<file path="config.mk">
export PLATFORM = sky130hd
export DESIGN_NAME = atc_isqrt
export DESIGN_NICKNAME = d
export VERILOG_FILES = /design/src/hdl/atc_isqrt.sv
export SDC_FILE = /design/constraint.sdc
export NUM_CORES = 2
export LEC_CHECK = 0
export BUFFER_PORTS_ARGS = -buffer_cell sky130_fd_sc_hd__buf_4
export CAP_MARGIN = 10
export CORE_MARGIN = 1.5
export CORE_UTILIZATION = 60
export DETAILED_ROUTE_END_ITERATION = 10
export PLACE_DENSITY = 0.88
export SLEW_MARGIN = 20
export SYNTH_ARGS = -nofsm -noshare
export SYNTH_HDL_FRONTEND = slang
export SYNTH_SLANG_ARGS = --single-unit
export TNS_END_PERCENT = 20
</file>
<file path="constraint.sdc">
create_clock -name clk -period 4.08 [get_ports clk]
set_input_delay 0.612 -clock clk [delete_from_list [all_inputs] [get_ports clk]]
set_output_delay 0.612 -clock clk [all_outputs]
set_load 0.05 [all_outputs]
</file>
<file path="src/hdl/atc_isqrt.sv">
// pipelined integer square root, one result bit per stage
// self-contained; radicand width W is even, root has W/2 bits
`default_nettype none
module atc_isqrt #(
	parameter int W = 50
) (
	input  wire logic             clk,
	input  wire logic             en,
	input  wire logic [W-1:0]     radicand,
	output logic      [W/2-1:0]   root
);
	localparam int R = W / 2;

	logic [R+1:0] rem_q  [R];
	logic [R-1:0] root_q [R];
	logic [W-1:0] n_q    [R];

	for (genvar k = 0; k < R; k++) begin : g_stage
		logic [R+1:0] rem_in;
		logic [R-1:0] root_in;
		logic [W-1:0] n_in;
		logic [R+1:0] cur;
		logic [R+1:0] trial;
		logic         ge;

		if (k == 0) begin : g_first
			assign rem_in  = '0;
			assign root_in = '0;
			assign n_in    = radicand;
		end else begin : g_next
			assign rem_in  = rem_q[k-1];
			assign root_in = root_q[k-1];
			assign n_in    = n_q[k-1];
		end

		// bring down the next two radicand bits and try a one
		assign cur   = {rem_in[R-1:0], n_in[W-1:W-2]};
		assign trial = {root_in, 2'b01};
		assign ge    = cur >= trial;

		always_ff @(posedge clk) begin
			if (en) begin
				rem_q[k]  <= ge ? cur - trial : cur;
				root_q[k] <= {root_in[R-2:0], ge};
				n_q[k]    <= n_in << 2;
			end
		end
	end

	assign root = root_q[R-1];

endmodule
`default_nettype wire

</file>
Word level (Yosys, flattened, before mapping)
Memories as Yosys holds them, arrays and structs flattened.
Cells that the tools add are included.
{"block": "totals", "regBits": 0, "mem_bits_rw": 2500, "input_bits": 52, "word_cells": 80, "memories": 3}
{"name": "n_q", "depth": 25, "word_bits": 48, "read_ports": 24, "rd_ports_with_merged_regs": 0, "write_ports": 25, "line": "16", "rtl": "logic [W-1:0] n_q [R];"}
{"name": "rem_q", "depth": 25, "word_bits": 27, "read_ports": 24, "rd_ports_with_merged_regs": 0, "write_ports": 25, "line": "14", "rtl": "logic [R+1:0] rem_q [R];"}
{"name": "root_q", "depth": 25, "word_bits": 25, "read_ports": 25, "rd_ports_with_merged_regs": 0, "write_ports": 25, "line": "15", "rtl": "logic [R-1:0] root_q [R];"}
{"block": "classes", "addsub": 25, "magnitude_cmp": 25, "n_mux": 27}
{"cell": "$mux W27", "n": 25}
{"cell": "$ge A27 B27 Y1", "n": 24}
{"cell": "$sub A27 B27 Y27", "n": 24}
{"cell": "$sub A2 B1 Y3 const B", "n": 1}
{"cell": "$ge A2 B1 Y1 const B", "n": 1}
{"cell": "$mux W1", "n": 2}

Depth between registers and ports, before layout
An unclocked memory read counts as a cell.
{"block": "depth", "depth_word": 3, "ltp_mapped": 13, "ltp_nobuf": 11}

Least setup slack after synthesis
OpenSTA, ideal clock, no wires.
{"block": "synth_path", "path_kind": "register to register", "start": "memory rem_q[2][108] in the netlist's numbering", "end": "memory rem_q[2][153] in the netlist's numbering, data pin", "t_arrival_ns": 3.228, "required_ns": 3.820, "setup_slack_ns": 0.592, "path_stages_with_launch": 11, "path_buffers": 1, "period_less_slack_ns": 3.488, "cell_sequence": "edfxtp_1 -> ha_1 -> o21a_1 -> nor2_1 -> o21ai_0 -> a22oi_1 -> o21bai_1 -> a31o_2 -> a311oi_1 -> clkbuf_1 -> mux2_2"}
{"element": "start: declaration", "line": "14"}

==> results.py <==
metrics = {
    "floorplanning": {
        "num_rows": 124,
        "chipHeight_um": 342,
        "dieWidth_um": 342,
        "coreArea_um2": 114000,
        "start_util_pct": 60.5,
        "io_pins": 77,
        "dieArea_um2": 117000,
    },
    "min_path": {
        "holdPathStages": 1,
        "hp-class": "in2reg",
    },
    "clock_tree": {
        "clock_path_buffers": 3,
        "clkTransAtPathRegs_ps": 60,
        "cts_tree": "done",
        "cts-root-buf": "clkbuf_16",
        "cts_made_buffers": 146,
        "post-cts-setup-buffers": 0,
        "clock_latency_ps": 750,
        "clock_sinks": 1492,
        "cts_resized": 0,
        "ctsHoldBuffers": 27,
        "htree_levels": 4,
    },
    "routing": {
        "first_iter_violations": 3836,
        "num_vias": 42020,
        "drt-pass1-iter-count": 6,
        "routed_via_density": 5.91,
        "wirelength_mm": 134,
        "postRouteAntennaNets": 0,
        "avgRoutedWirePerCell_um": 18.9,
        "drc": 0,
    },
    "yosys": {
        "syn-num-nets": 5677,
        "yosysSeqAreaShare_pct": 64.9,
        "async_flop_share_pct": 0,
        "synthFlopType": "edfxtp_1",
        "synth_edf_count": 1492,
        "postSynthCellCount": 5274,
        "ys_warn_count": 0,
        "syn_area_per_cell_um2": 13.1,
        "synth_area_um2": 69000,
        "ys_seq_elements": 1492,
        "synth_cell_types": 80,
    },
    "place": {
        "hpwlAfterDp_mm": 91.3,
        "io_buffer_count": 76,
        "place_congestion": 0.947,
    },
    "grt": {
        "grt_pass1_wl_mm": 217,
        "grt_overflow": 0,
        "grt_max_degree": 163,
        "antenna_found_initial": 1,
        "grt_pass1_vias": 41831,
        "gr-usage-all-layers_pct": 23.1,
    },
    "critical_path": {
        "cp_slowest_cell": "or4_1",
        "r2r-start": "rem_q[1][93]$_DFFE_PP_",
        "endpoint_kind": "flop",
        "cp_max_fo": 18,
        "critPathMaxStageDelay_ps": 540,
        "cp.required_ps": 4560,
        "cp_common_cell": "or3_1",
        "crit_type": "reg2reg",
        "r2r_slack_ps": 410,
        "crit_chain": "or3_1 > or4_1 > or3_1 > nor3_1 > o21a_1 > clkinv_1 > nand3b_1 > nor4_1 > xor2_1",
        "crit_start": "rem_q[1][93]$_DFFE_PP_",
        "startpoint_type": "flop",
        "cp.arrival_ps": 4140,
        "worst_r2r_path_depth": 9,
        "crit_path_end": "rem_q[1][129]$_DFFE_PP_",
        "r2r-end": "rem_q[1][129]$_DFFE_PP_",
    },
    "cells_and_area": {
        "fill_cells": 7662,
        "final_layout_size_suffix_gt1_share_pct": 7.68,
        "antenna_cells": 0,
        "layout.nets": 5889,
        "synthToLayoutAreaGrowth_pct": 11.1,
    },
    "timing": {
        "min_period_ps": 3670,
        "clock_skew_ps": 28.3,
        "hold_violations": 0,
        "hold-worst-slack_ps": 55.9,
        "fin_crit_sh_pct": 89.9,
        "setup_viol": 0,
        "tns_ps": 0,
        "relSlewSlack_pct": 31.7,
        "grt_setup_unrepaired": "false",
        "max_freq_mhz": 273,
        "slew_violations": 0,
        "tightest_slew_ps": 1020,
    },
    "outcome": {
        "status": "finished, final reports clean",
    },
    "flow_run": {
        "timing.max_cap.violations": 0,
    },
    "power_and_ir_drop": {
        "p_leak_uw": 0.0296,
        "ir_worst_vdd_v": 0.000447,
        "powerDensity_nw_per_um2": 541,
    },
}
[worst max-delay path, delay by kind of cell (launching register included)]
| family | cells | cell delay [ps] |
|---|---|---|
| buffers and inverters | 1 | 460 |
| DFF | 1 | 450 |
| and+or+nand+nor | 6 | 2100 |
| AOI/OAI and AO/OA | 1 | 270 |
| xor gates and xnor gates | 1 | 140 |
[metrics by stage]
step / instance area, µm² / utilization (%) / setup slack [ps] / power (µW) / std cells
final: 76700 / 67.1 / 412 / 41500 / 7109
after global routing: 76700 / 67.1 / 192 / 43400 / 7109
after detailed placement: 71700 / 62.8 / 491 / 28400 / 6823
after global placement: 71700 / 62.8 / 540 / 28000 / 6823
after floorplan: 69000 / - / 592 / 26000 / 5274
after CTS: 76700 / 67.1 / 479 / 41700 / 7109
[cells in the mapped netlist (15+ instances only)]
cell | number | area [µm²]
nor2_1 | 318 | 1190
nor4_1 | 67 | 419
xor2_1 | 220 | 1930
or4_1 | 41 | 308
o21a_1 | 70 | 526
a21oi_1 | 291 | 1460
o31ai_1 | 39 | 293
or2_2 | 30 | 188
a31oi_1 | 24 | 150
edfxtp_1 | 1492 | 44800
ha_1 | 351 | 4390
inv_1 | 443 | 1660
a21boi_0 | 26 | 195
nor2b_1 | 56 | 350
nand3_1 | 82 | 410
o21bai_1 | 25 | 188
nand3b_1 | 21 | 158
mux2_2 | 54 | 608
a211oi_1 | 30 | 225
nand2b_1 | 41 | 257
and3_1 | 24 | 150
a21o_1 | 134 | 1010
nand4_1 | 42 | 263
xnor2_1 | 222 | 1940
o21ai_0 | 278 | 1390
and2_1 | 19 | 119
nor3_1 | 123 | 616
clkbuf_1 | 83 | 312
or3_1 | 55 | 344
a211o_1 | 15 | 131
nand2_1 | 357 | 1340
o211ai_1 | 27 | 203
[area by class of cell]
class | count | area [µm²] | area share (%)
inverter | 446 | 1670 | 2.18
tap | 1512 | 1890 | 2.47
clock buffer | 183 | 3900 | 5.08
sequential | 1492 | 44800 | 58.4
multi-input combinational | 3247 | 22300 | 29.1
clock inverter | 76 | 759 | 0.990
timing repair buffer | 153 | 1370 | 1.79
[cells by family after synthesis]
logic type	after synthesis	share of synthesized area [%]
flops	1492	64.9
simple gates	1326	9.51
other cells	1	0.00543
compound gates	1064	9.68
buf+inv	535	2.92
fa+ha+maj	351	6.36
mux	63	1.01
xor+xnor	442	5.61
[sequential cells by signal, summed over array words and instances, names as in the netlist]
signal  count
n_q       600
rem_q     567
root_q    325
[how the worst min path moves through the flow]
stage | start | to | slack, ps
6_report | radicand[2] | n_q[0][2]$_DFFE_PP_ | 60
3_3_place_gp | n_q[0][165]$_DFFE_PP_ | n_q[0][215]$_DFFE_PP_ | 400
3_5_place_dp | n_q[0][65]$_DFFE_PP_ | n_q[0][115]$_DFFE_PP_ | 400
4_1_cts | radicand[9] | n_q[0][9]$_DFFE_PP_ | 0.3
2_1_floorplan | n_q[0][50]$_DFFE_PP_ | n_q[0][100]$_DFFE_PP_ | 400
5_1_grt | radicand[2] | n_q[0][2]$_DFFE_PP_ | 20
[per-layer routing]
metal / wire [µm] / part of all wire, % / track usage [%]
met2: 66500 / 50 / 38.9
met3: 7840 / 5.8 / 3.52
met4: 3660 / 2.7 / 7.78
met5: 0 / 0 / 0
met1: 56300 / 42 / 30.7
[cell usage in the layout (no fill, tap or decap), types with 37 or more instances in the layout]
master,instances
edfxtp_1,1492
inv_1,443
nand2_1,357
ha_1,351
nor2_1,317
a21oi_1,291
o21ai_0,278
xnor2_1,222
xor2_1,220
clkbuf_16,151
a21o_1,134
nor3_1,123
buf_4,114
nand3_1,82
o21a_1,70
nor4_1,67
or3_1,55
nor2b_1,55
mux2_2,54
nand4_1,42
nand2b_1,41
or4_1,41
o31ai_1,39
clkinv_1,37
[report_power, final]
group	switching, µW	internal, µW	leakage, µW
logic	4560	3330	0.0130
registers	1140	19300	0.0143
clock network	5500	7700	0.00227
total	11200	30300	0.0296
Note: power is estimated with default switching activity, not from simulation.
