[src/hdl/atc_pkg.sv]
// shared constants, register indexes and the cordic arctangent table
// used by the calibration lanes, the cordic pipelines and the top level
`default_nettype none
package atc_pkg;

	localparam int RAW_W   = 13;
	localparam int OFS_W   = 14;
	localparam int GAIN_W  = 16;
	localparam int SH_W    = 2;
	localparam int G_W     = 17;
	localparam int CFG_W   = 16;
	localparam int IDX_W   = 3;

	// cordic operand and accumulator widths
	localparam int CIN_W   = 26;
	localparam int CX_W    = 36;
	localparam int CZ_W    = 26;
	localparam int CORDIC_STEPS = 20;
	localparam int ANG_W   = 16;

	// square root pipeline input width (radicand shifted up by 16)
	localparam int SQ_W    = 50;

	localparam int ASIN_LIM = 11520;
	localparam int ROLL_LIM = 23040;
	localparam int QUARTER  = 5760;
	localparam int Z180     = 5898240;

	localparam logic [GAIN_W-1:0] GAIN_RST = 16'd4089;

	localparam logic [IDX_W-1:0] REG_OFFSET_X = 3'd0;
	localparam logic [IDX_W-1:0] REG_OFFSET_Y = 3'd1;
	localparam logic [IDX_W-1:0] REG_OFFSET_Z = 3'd2;
	localparam logic [IDX_W-1:0] REG_GAIN_X   = 3'd3;
	localparam logic [IDX_W-1:0] REG_GAIN_Y   = 3'd4;
	localparam logic [IDX_W-1:0] REG_GAIN_Z   = 3'd5;
	localparam logic [IDX_W-1:0] REG_RANGE    = 3'd6;

	localparam logic [2:0] ORI_Z_UP   = 3'd0;
	localparam logic [2:0] ORI_Z_DOWN = 3'd1;
	localparam logic [2:0] ORI_Y_UP   = 3'd2;
	localparam logic [2:0] ORI_Y_DOWN = 3'd3;
	localparam logic [2:0] ORI_X_UP   = 3'd4;
	localparam logic [2:0] ORI_X_DOWN = 3'd5;

	// atan(2^-i) in 1/32768 degree
	function automatic logic signed [CZ_W-1:0] atc_atan(input logic [4:0] i);
		logic signed [CZ_W-1:0] t;
		unique case (i)
			5'd0:  t = 26'sd1474560;
			5'd1:  t = 26'sd870484;
			5'd2:  t = 26'sd459940;
			5'd3:  t = 26'sd233473;
			5'd4:  t = 26'sd117189;
			5'd5:  t = 26'sd58652;
			5'd6:  t = 26'sd29333;
			5'd7:  t = 26'sd14667;
			5'd8:  t = 26'sd7334;
			5'd9:  t = 26'sd3667;
			5'd10: t = 26'sd1833;
			5'd11: t = 26'sd917;
			5'd12: t = 26'sd458;
			5'd13: t = 26'sd229;
			5'd14: t = 26'sd115;
			5'd15: t = 26'sd57;
			5'd16: t = 26'sd29;
			5'd17: t = 26'sd14;
			5'd18: t = 26'sd7;
			5'd19: t = 26'sd4;
			default: t = '0;
		endcase
		return t;
	endfunction

endpackage
`default_nettype wire

[src/hdl/atc_lane.sv]
// one axis lane: offset correction, gain multiply, rounding and saturation
// three pipeline stages; depends on atc_pkg
`default_nettype none
module atc_lane (
	input  wire logic                              clk,
	input  wire logic                              en,
	input  wire logic signed [atc_pkg::RAW_W-1:0]  raw,
	input  wire logic signed [atc_pkg::OFS_W-1:0]  offset,
	input  wire logic        [atc_pkg::GAIN_W-1:0] gain,
	input  wire logic        [atc_pkg::SH_W-1:0]   shift,
	output logic signed      [atc_pkg::G_W-1:0]    g
);
	import atc_pkg::*;

	logic signed [OFS_W-1:0]  offs;
	logic signed [14:0]       corr;
	logic signed [14:0]       corr_s1;
	logic        [GAIN_W-1:0] gain_s1;
	logic        [SH_W-1:0]   sh_s1;
	logic signed [31:0]       prod_s2;
	logic        [SH_W-1:0]   sh_s2;
	logic signed [34:0]       v;
	logic signed [34:0]       vr;
	logic signed [26:0]       t;
	logic signed [G_W-1:0]    g_s3;

	assign offs = offset >>> shift;
	assign corr = 15'(raw) - 15'(offs);

	// scale by the range factor, round at bit 8
	assign v  = 35'(prod_s2) <<< sh_s2;
	assign vr = v + 35'sd128;
	assign t  = vr[34:8];

	always_ff @(posedge clk) begin
		if (en) begin
			corr_s1 <= corr;
			gain_s1 <= gain;
			sh_s1   <= shift;
			prod_s2 <= corr_s1 * $signed({1'b0, gain_s1});
			sh_s2   <= sh_s1;
			if (t > 27'sd65535)
				g_s3 <= 17'sd65535;
			else if (t < -27'sd65536)
				g_s3 <= -17'sd65536;
			else
				g_s3 <= t[G_W-1:0];
		end
	end

	assign g = g_s3;

endmodule
`default_nettype wire

[config.mk]
export PLATFORM = sky130hd
export DESIGN_NAME = atc_lane
export DESIGN_NICKNAME = d
export VERILOG_FILES = /design/src/hdl/atc_pkg.sv /design/src/hdl/atc_lane.sv
export SDC_FILE = /design/constraint.sdc
export NUM_CORES = 1
export LEC_CHECK = 0
export ABC_AREA = 1
export BUFFER_PORTS_ARGS = -buffer_cell sky130_fd_sc_hd__buf_2
export CAP_MARGIN = 20
export CORE_AREA = 4 4 149 151
export CTS_BUF_LIST = sky130_fd_sc_hd__clkbuf_4
export DETAILED_ROUTE_END_ITERATION = 12
export DIE_AREA = 0 0 153 155
export PLACE_DENSITY_LB_ADDON = 0.12
export SYNTH_ARGS = -nofsm -noshare
export SYNTH_HDL_FRONTEND = slang
export SYNTH_SLANG_ARGS = --single-unit
[constraint.sdc]
create_clock -name clk -period 8.13 [get_ports clk]
set_input_delay 0.4065 -clock clk [delete_from_list [all_inputs] [get_ports clk]]
set_output_delay 0.4065 -clock clk [all_outputs]
set_load 0.05 [all_outputs]
Yosys cells after proc, flatten, opt, wreduce, memory -nomap -nowiden

Cells that the tools add are included.

Logic and storage cells: 14
Bits in registers: 84

$lt $le $gt $ge: 2
Shift operators: 2
Multipliers: 1
$add $sub $neg: 2
Muxes and demuxes: 1

Operators by type and width:

| operator                                                                           | number |
|---|---|
| 35-bit by 9-bit adder with 35-bit output (second input constant)                   | 1 |
| 32-bit by 2-bit <<< shifter with 35-bit output                                     | 1 |
| 15-bit by 17-bit multiplier with 32-bit output                                     | 1 |
| 27-bit by 17-bit greater-than comparator with 1-bit output (second input constant) | 1 |
| 27-bit by 17-bit < comparator with 1-bit output (second input constant)            | 1 |
| 17-bit two-way mux                                                                 | 1 |
| 13-bit by 14-bit subtractor with 15-bit output                                     | 1 |
| 14-bit by 2-bit >>> shifter with 14-bit output                                     | 1 |

Longest topological paths before layout

Depth after elaboration: 4
Depth in mapped cells: 28

Least setup slack after synthesis

No wires, ideal clock.

Kind: register -> register
Start point: register corr_s1[7]
End point: register prod_s2[22], data pin
Data arrival time: 5.724 ns
Data required time: 7.871 ns
Period minus slack after synthesis: 5.983 ns
Setup slack: 2.147 ns
Cell stages (with the launch flop): 25
Cell sequence: edfxtp_1 > clkbuf_1 > clkbuf_1 > nand2_1 > fa_1 > inv_1 > fa_1 > inv_1 > fa_1 > inv_1 > fa_1 > fa_1 > inv_1 > fa_1 > inv_1 > ha_1 > nand2_1 > nor2_1 > nor2_1 > o21ai_0 > a21oi_1 > o21ai_0 > and2_1 > or2_2 > xor2_1

Cells in the longest elaborated chain, start to end: 1

Ends and longest elaborated chain:

| what                                           | line           | text |
|---|---|---|
| start, declared                                | atc_lane.sv:17 | `logic signed [14:0] corr_s1;` |
| start signal, assigned                         | atc_lane.sv:37 | `corr_s1 <= corr;` |
| 15-bit by 17-bit multiplier with 32-bit output | atc_lane.sv:40 | `prod_s2 <= corr_s1 * $signed({1'b0, gain_s1});` |
| end signal, assigned                           | atc_lane.sv:40 |  |
| end, declared                                  | atc_lane.sv:20 | `logic signed [31:0] prod_s2;` |

Every way passes these cells.
A chain may end at the register's enable or synchronous reset.

Worst setup path in the final report

Start point: register gain_s1[4]
End point: register prod_s2[22], data pin

Cells in the longest elaborated chain, start to end: 1

Ends and longest elaborated chain:

| what                                           | line           | text |
|---|---|---|
| start, declared                                | atc_lane.sv:18 | `logic [GAIN_W-1:0] gain_s1;` |
| start signal, assigned                         | atc_lane.sv:38 | `gain_s1 <= gain;` |
| 15-bit by 17-bit multiplier with 32-bit output | atc_lane.sv:40 |  |

Every way passes these cells.

==> impl.org <==
** Cells and area
- Highest-count cells in the layout ignoring fill and taps :: 455 x sky130_fd_sc_hd__nand2_1, 386 x sky130_fd_sc_hd__inv_1, 182 x sky130_fd_sc_hd__fa_1
- Area used by sequential logic in the layout :: 2400 µm²
- Fill cell instance count of the final layout :: 1,811
- Relative area change from synthesis to final layout :: 4.43%
- Nets@finish :: 2,050
- Number of standard cells in the final layout excluding fillers :: 1,977
- Most frequent standard cell in the layout excluding fill and tap cells :: sky130_fd_sc_hd__nand2_1
- In the final layout, the share of cells above drive strength 1 is 0.0871.
- Multi-input gate area in the final layout :: 9210 µm²

** Clocking
- The H-tree generated during clock tree synthesis spans 3 levels.
- TritonCTS built the clock tree.
- In this run, post-CTS repair resized a total of 0 instances.
- For this design, the CTS-stage hold fixing added 0 buffers.
- CTS saw 80 sinks.
- Worst skew pair latency :: 0.47 ns
- In this run the deepest clock path goes through 2 buffers.
- Post-CTS Setup Repair Bufs :: 0
- The cell sitting at the root of the clock tree is a sky130_fd_sc_hd__clkbuf_4.
- Clock-pin slew was measured on the worst setup and hold paths at 0.17 ns.
- Number of buffers created by CTS :: 9

** Route
- Initial DRT Pass Iterations :: 7
- The count of nets left with antenna violations once routing finished came out at 0.
- Number of design-rule violations left by the first detailed-router iteration :: 660
- After detailed routing, the average wire length per cell comes to 15.6 µm.
- After detailed routing, the number of vias per cell comes to 5.34.
- In the routed design, unresolved DRC markers number 0.
- Routed via count :: 10,600
- Routed WL :: 30,800 µm

** STA
- Final setup violation count :: 0
- Final setup TNS :: 0 ns
- Headroom to the max-slew limit :: 0.443
- The final-report hold violation count was 0.
- At the pin with the least slew margin, the transition time is 0.836 ns.
- Final hold analysis gives a worst-case slack of 0.0991 ns.
- For the final database, setup skew stands at 0.0338 ns.
- Smallest setup slack after layout :: 1.36 ns
- Setup repair after global routing left no endpoint under its margin.
- Tmin final :: 6.77 ns
- Static timing analysis puts the maximum clock frequency at 0.148 GHz.
- Final period utilization :: 0.833
- Number of pins exceeding their max-slew limit in the final report :: 0

** Floorplan
- Row generation in the floorplan step produced 53 rows.
- Die area :: 23,700 µm²
- Die span in x :: 153 µm
- During I/O placement, the number of pins put on the boundary was 64.
- In this run the vertical extent of the chip is 155 µm.
- After floorplanning, the core was sized to cover 20,800 µm².
- Starting density of the core :: 0.642

** Synth
- Sequential area share after synthesis :: 0.180
- In the synthesized netlist the async set-or-reset flop fraction comes to 0.
- Synthesized netlist cell count :: 1,676
- Number of enable-type register cells in the synthesized netlist :: 80
- Post-synth net total :: 2,031
- Post-synthesis sequential element count :: 80
- Number of library cell types mapped by synthesis :: 43
- Synthesized area :: 13,400 µm²
- Main synth FF type :: sky130_fd_sc_hd__edfxtp_1
- Synth Area per Inst :: 7.97 µm²
- The Yosys step of the flow raised 0 warnings.

** Place
- The congestion estimate from routability-driven global placement came to 0.893.
- OpenSTA, run right after detailed placement, puts the worst setup slack at 1.44 ns.
- Counting tap cells, the placed design contains a total of 1,959 instances.
- Buffers on Ports :: 63
- Post-DP HPWL :: 25,100 µm

** Worst setup path
- Startpoint type of the worst setup path :: register
- In this run the critical register-to-register path is captured at prod_s2[22]$_DFFE_PP_.
- Origin of the critical flop-to-flop path :: gain_s1[4]$_DFFE_PP_
- The critical path contains buffers and inverters numbering 5 combined.
- Slowest stage cell, crit path :: sky130_fd_sc_hd__edfxtp_1
- On the worst path, the slowest cell contributes a delay of 0.77 ns.
- Traced cell by cell, the critical path runs through nand2_1 -> inv_1 -> fa_1 -> inv_1 -> fa_1 -> inv_1 -> fa_1 -> ha_1 -> fa_1 -> inv_1 -> fa_1 -> inv_1 -> ha_1 -> a21oi_1 -> a21boi_0 -> o21ai_0 -> a21oi_1 -> o21ai_0 -> and2_1 -> or2_2 -> xor2_1.
- Register-to-register setup slack :: 1.36 ns
- For the worst setup path, the data required time is 8.33 ns.
- Logic depth of the worst path, buffers included :: 21
- In this run the worst setup path terminates at prod_s2[22]$_DFFE_PP_.
- Category of the most critical setup path :: reg2reg
- Source of the critical timing path :: gain_s1[4]$_DFFE_PP_
- The kind of cell with the highest combined delay along the critical path is adder cells.
- Largest fanout on the critical path :: 15
- Critical Path AT :: 6.97 ns
- For the worst flop-to-flop path, the logic depth is 21.
- STA classifies the critical path endpoint as a register.

** Status
- Status :: complete, no violations

** Global routing
- Entering global routing, the biggest net connects 58 pins.
- Antenna violations before repair :: 1
- Number of global-route vias before repair :: 10,800
- For this run, the total global-route usage over all layers was measured as 0.268.
- The first global-routing pass estimated 51,600 µm of wire.
- After global routing the overflow that remains totals 0.

** Min path
- The path class of the tightest hold or removal check is in2reg.

** Job
- MaxCap Viol Count :: 0
## how the worst min path moves through the flow
stage                  startpoint                     to  cells past startpoint
4_1_cts                  gain[10]  gain_s1[10]$_DFFE_PP_                      1
3_5_place_dp   sh_s1[1]$_DFFE_PP_     sh_s2[1]$_DFFE_PP_                      0
6_report                 gain[12]  gain_s1[12]$_DFFE_PP_                      1
5_1_grt                  gain[12]  gain_s1[12]$_DFFE_PP_                      1
2_1_floorplan  sh_s1[0]$_DFFE_PP_     sh_s2[0]$_DFFE_PP_                      0
3_3_place_gp   sh_s1[0]$_DFFE_PP_     sh_s2[0]$_DFFE_PP_                      0
## Yosys cell counts (14+ instances only)
cell type / n / area share
sky130_fd_sc_hd__nor2_1: 60 / 0.017
sky130_fd_sc_hd__xnor2_1: 20 / 0.013
sky130_fd_sc_hd__nor2_2: 14 / 0.0066
sky130_fd_sc_hd__o21ai_0: 37 / 0.014
sky130_fd_sc_hd__edfxtp_1: 80 / 0.18
sky130_fd_sc_hd__nand3_1: 79 / 0.030
sky130_fd_sc_hd__xor2_1: 34 / 0.022
sky130_fd_sc_hd__a21oi_1: 49 / 0.018
sky130_fd_sc_hd__ha_1: 126 / 0.12
sky130_fd_sc_hd__fa_1: 182 / 0.27
sky130_fd_sc_hd__nand2_1: 455 / 0.13
sky130_fd_sc_hd__inv_1: 386 / 0.11
sky130_fd_sc_hd__clkbuf_1: 47 / 0.013
sky130_fd_sc_hd__nand2_2: 21 / 0.0098
sky130_fd_sc_hd__nand4_1: 14 / 0.0066
## stage by stage
stage / area [µm²] / util
after CTS: 13900 / 0.670
final: 13900 / 0.670
after detailed placement: 13800 / 0.661
after global placement: 13800 / 0.661
after floorplan: 13400 / -
after global routing: 13900 / 0.670
## flip-flops by register name, summed over array words and instances (netlist names)
name,flops
gain_s1,16
g,17
sh_s1,2
sh_s2,2
corr_s1,15
prod_s2,28
## cells by family after synthesis
logic type | share of synthesized area
adder cells (fa/ha/maj) | 0.391
AO/OA/AOI/OAI | 0.0431
AND/OR/NAND/NOR | 0.220
buffers and inverters | 0.131
XOR/XNOR | 0.0354
flip-flops | 0.180
## worst register-to-register path: stages (launching register included)
cell and delay (ns):
sky130_fd_sc_hd__edfxtp_1 0.77, sky130_fd_sc_hd__nand2_1 0.19, sky130_fd_sc_hd__inv_1 0.07, sky130_fd_sc_hd__fa_1 0.53, sky130_fd_sc_hd__inv_1 0.05, sky130_fd_sc_hd__fa_1 0.52, sky130_fd_sc_hd__inv_1 0.05, sky130_fd_sc_hd__fa_1 0.46
sky130_fd_sc_hd__ha_1 0.34, sky130_fd_sc_hd__fa_1 0.55, sky130_fd_sc_hd__inv_1 0.06, sky130_fd_sc_hd__fa_1 0.53, sky130_fd_sc_hd__inv_1 0.04, sky130_fd_sc_hd__ha_1 0.35, sky130_fd_sc_hd__a21oi_1 0.25, sky130_fd_sc_hd__a21boi_0 0.40
sky130_fd_sc_hd__o21ai_0 0.31, sky130_fd_sc_hd__a21oi_1 0.27, sky130_fd_sc_hd__o21ai_0 0.20, sky130_fd_sc_hd__and2_1 0.19, sky130_fd_sc_hd__or2_2 0.27, sky130_fd_sc_hd__xor2_1 0.14
## per-layer routing
layer,part of all wire,track usage,vias up,routed length [µm]
li1,-,-,5106,-
met1,0.43,0.361,5100,13200
met2,0.48,0.452,299,14900
met3,0.055,0.0362,54,1700
met4,0.031,0.0899,0,939
met5,0,0,-,0
## cell type report
cell class | instances | share of cell area
multi-input combinational | 1147 | 0.660
sequential | 80 | 0.172
inverter | 390 | 0.105
timing repair buffer | 67 | 0.0249
tap | 275 | 0.0247
clock inverter | 7 | 0.00771
clock buffer | 9 | 0.00484
antenna | 2 | 0.000359
Power is left out: the tool's default activity adds up to more than one toggle a clock period on the data nets, which glitch-free logic cannot reach.
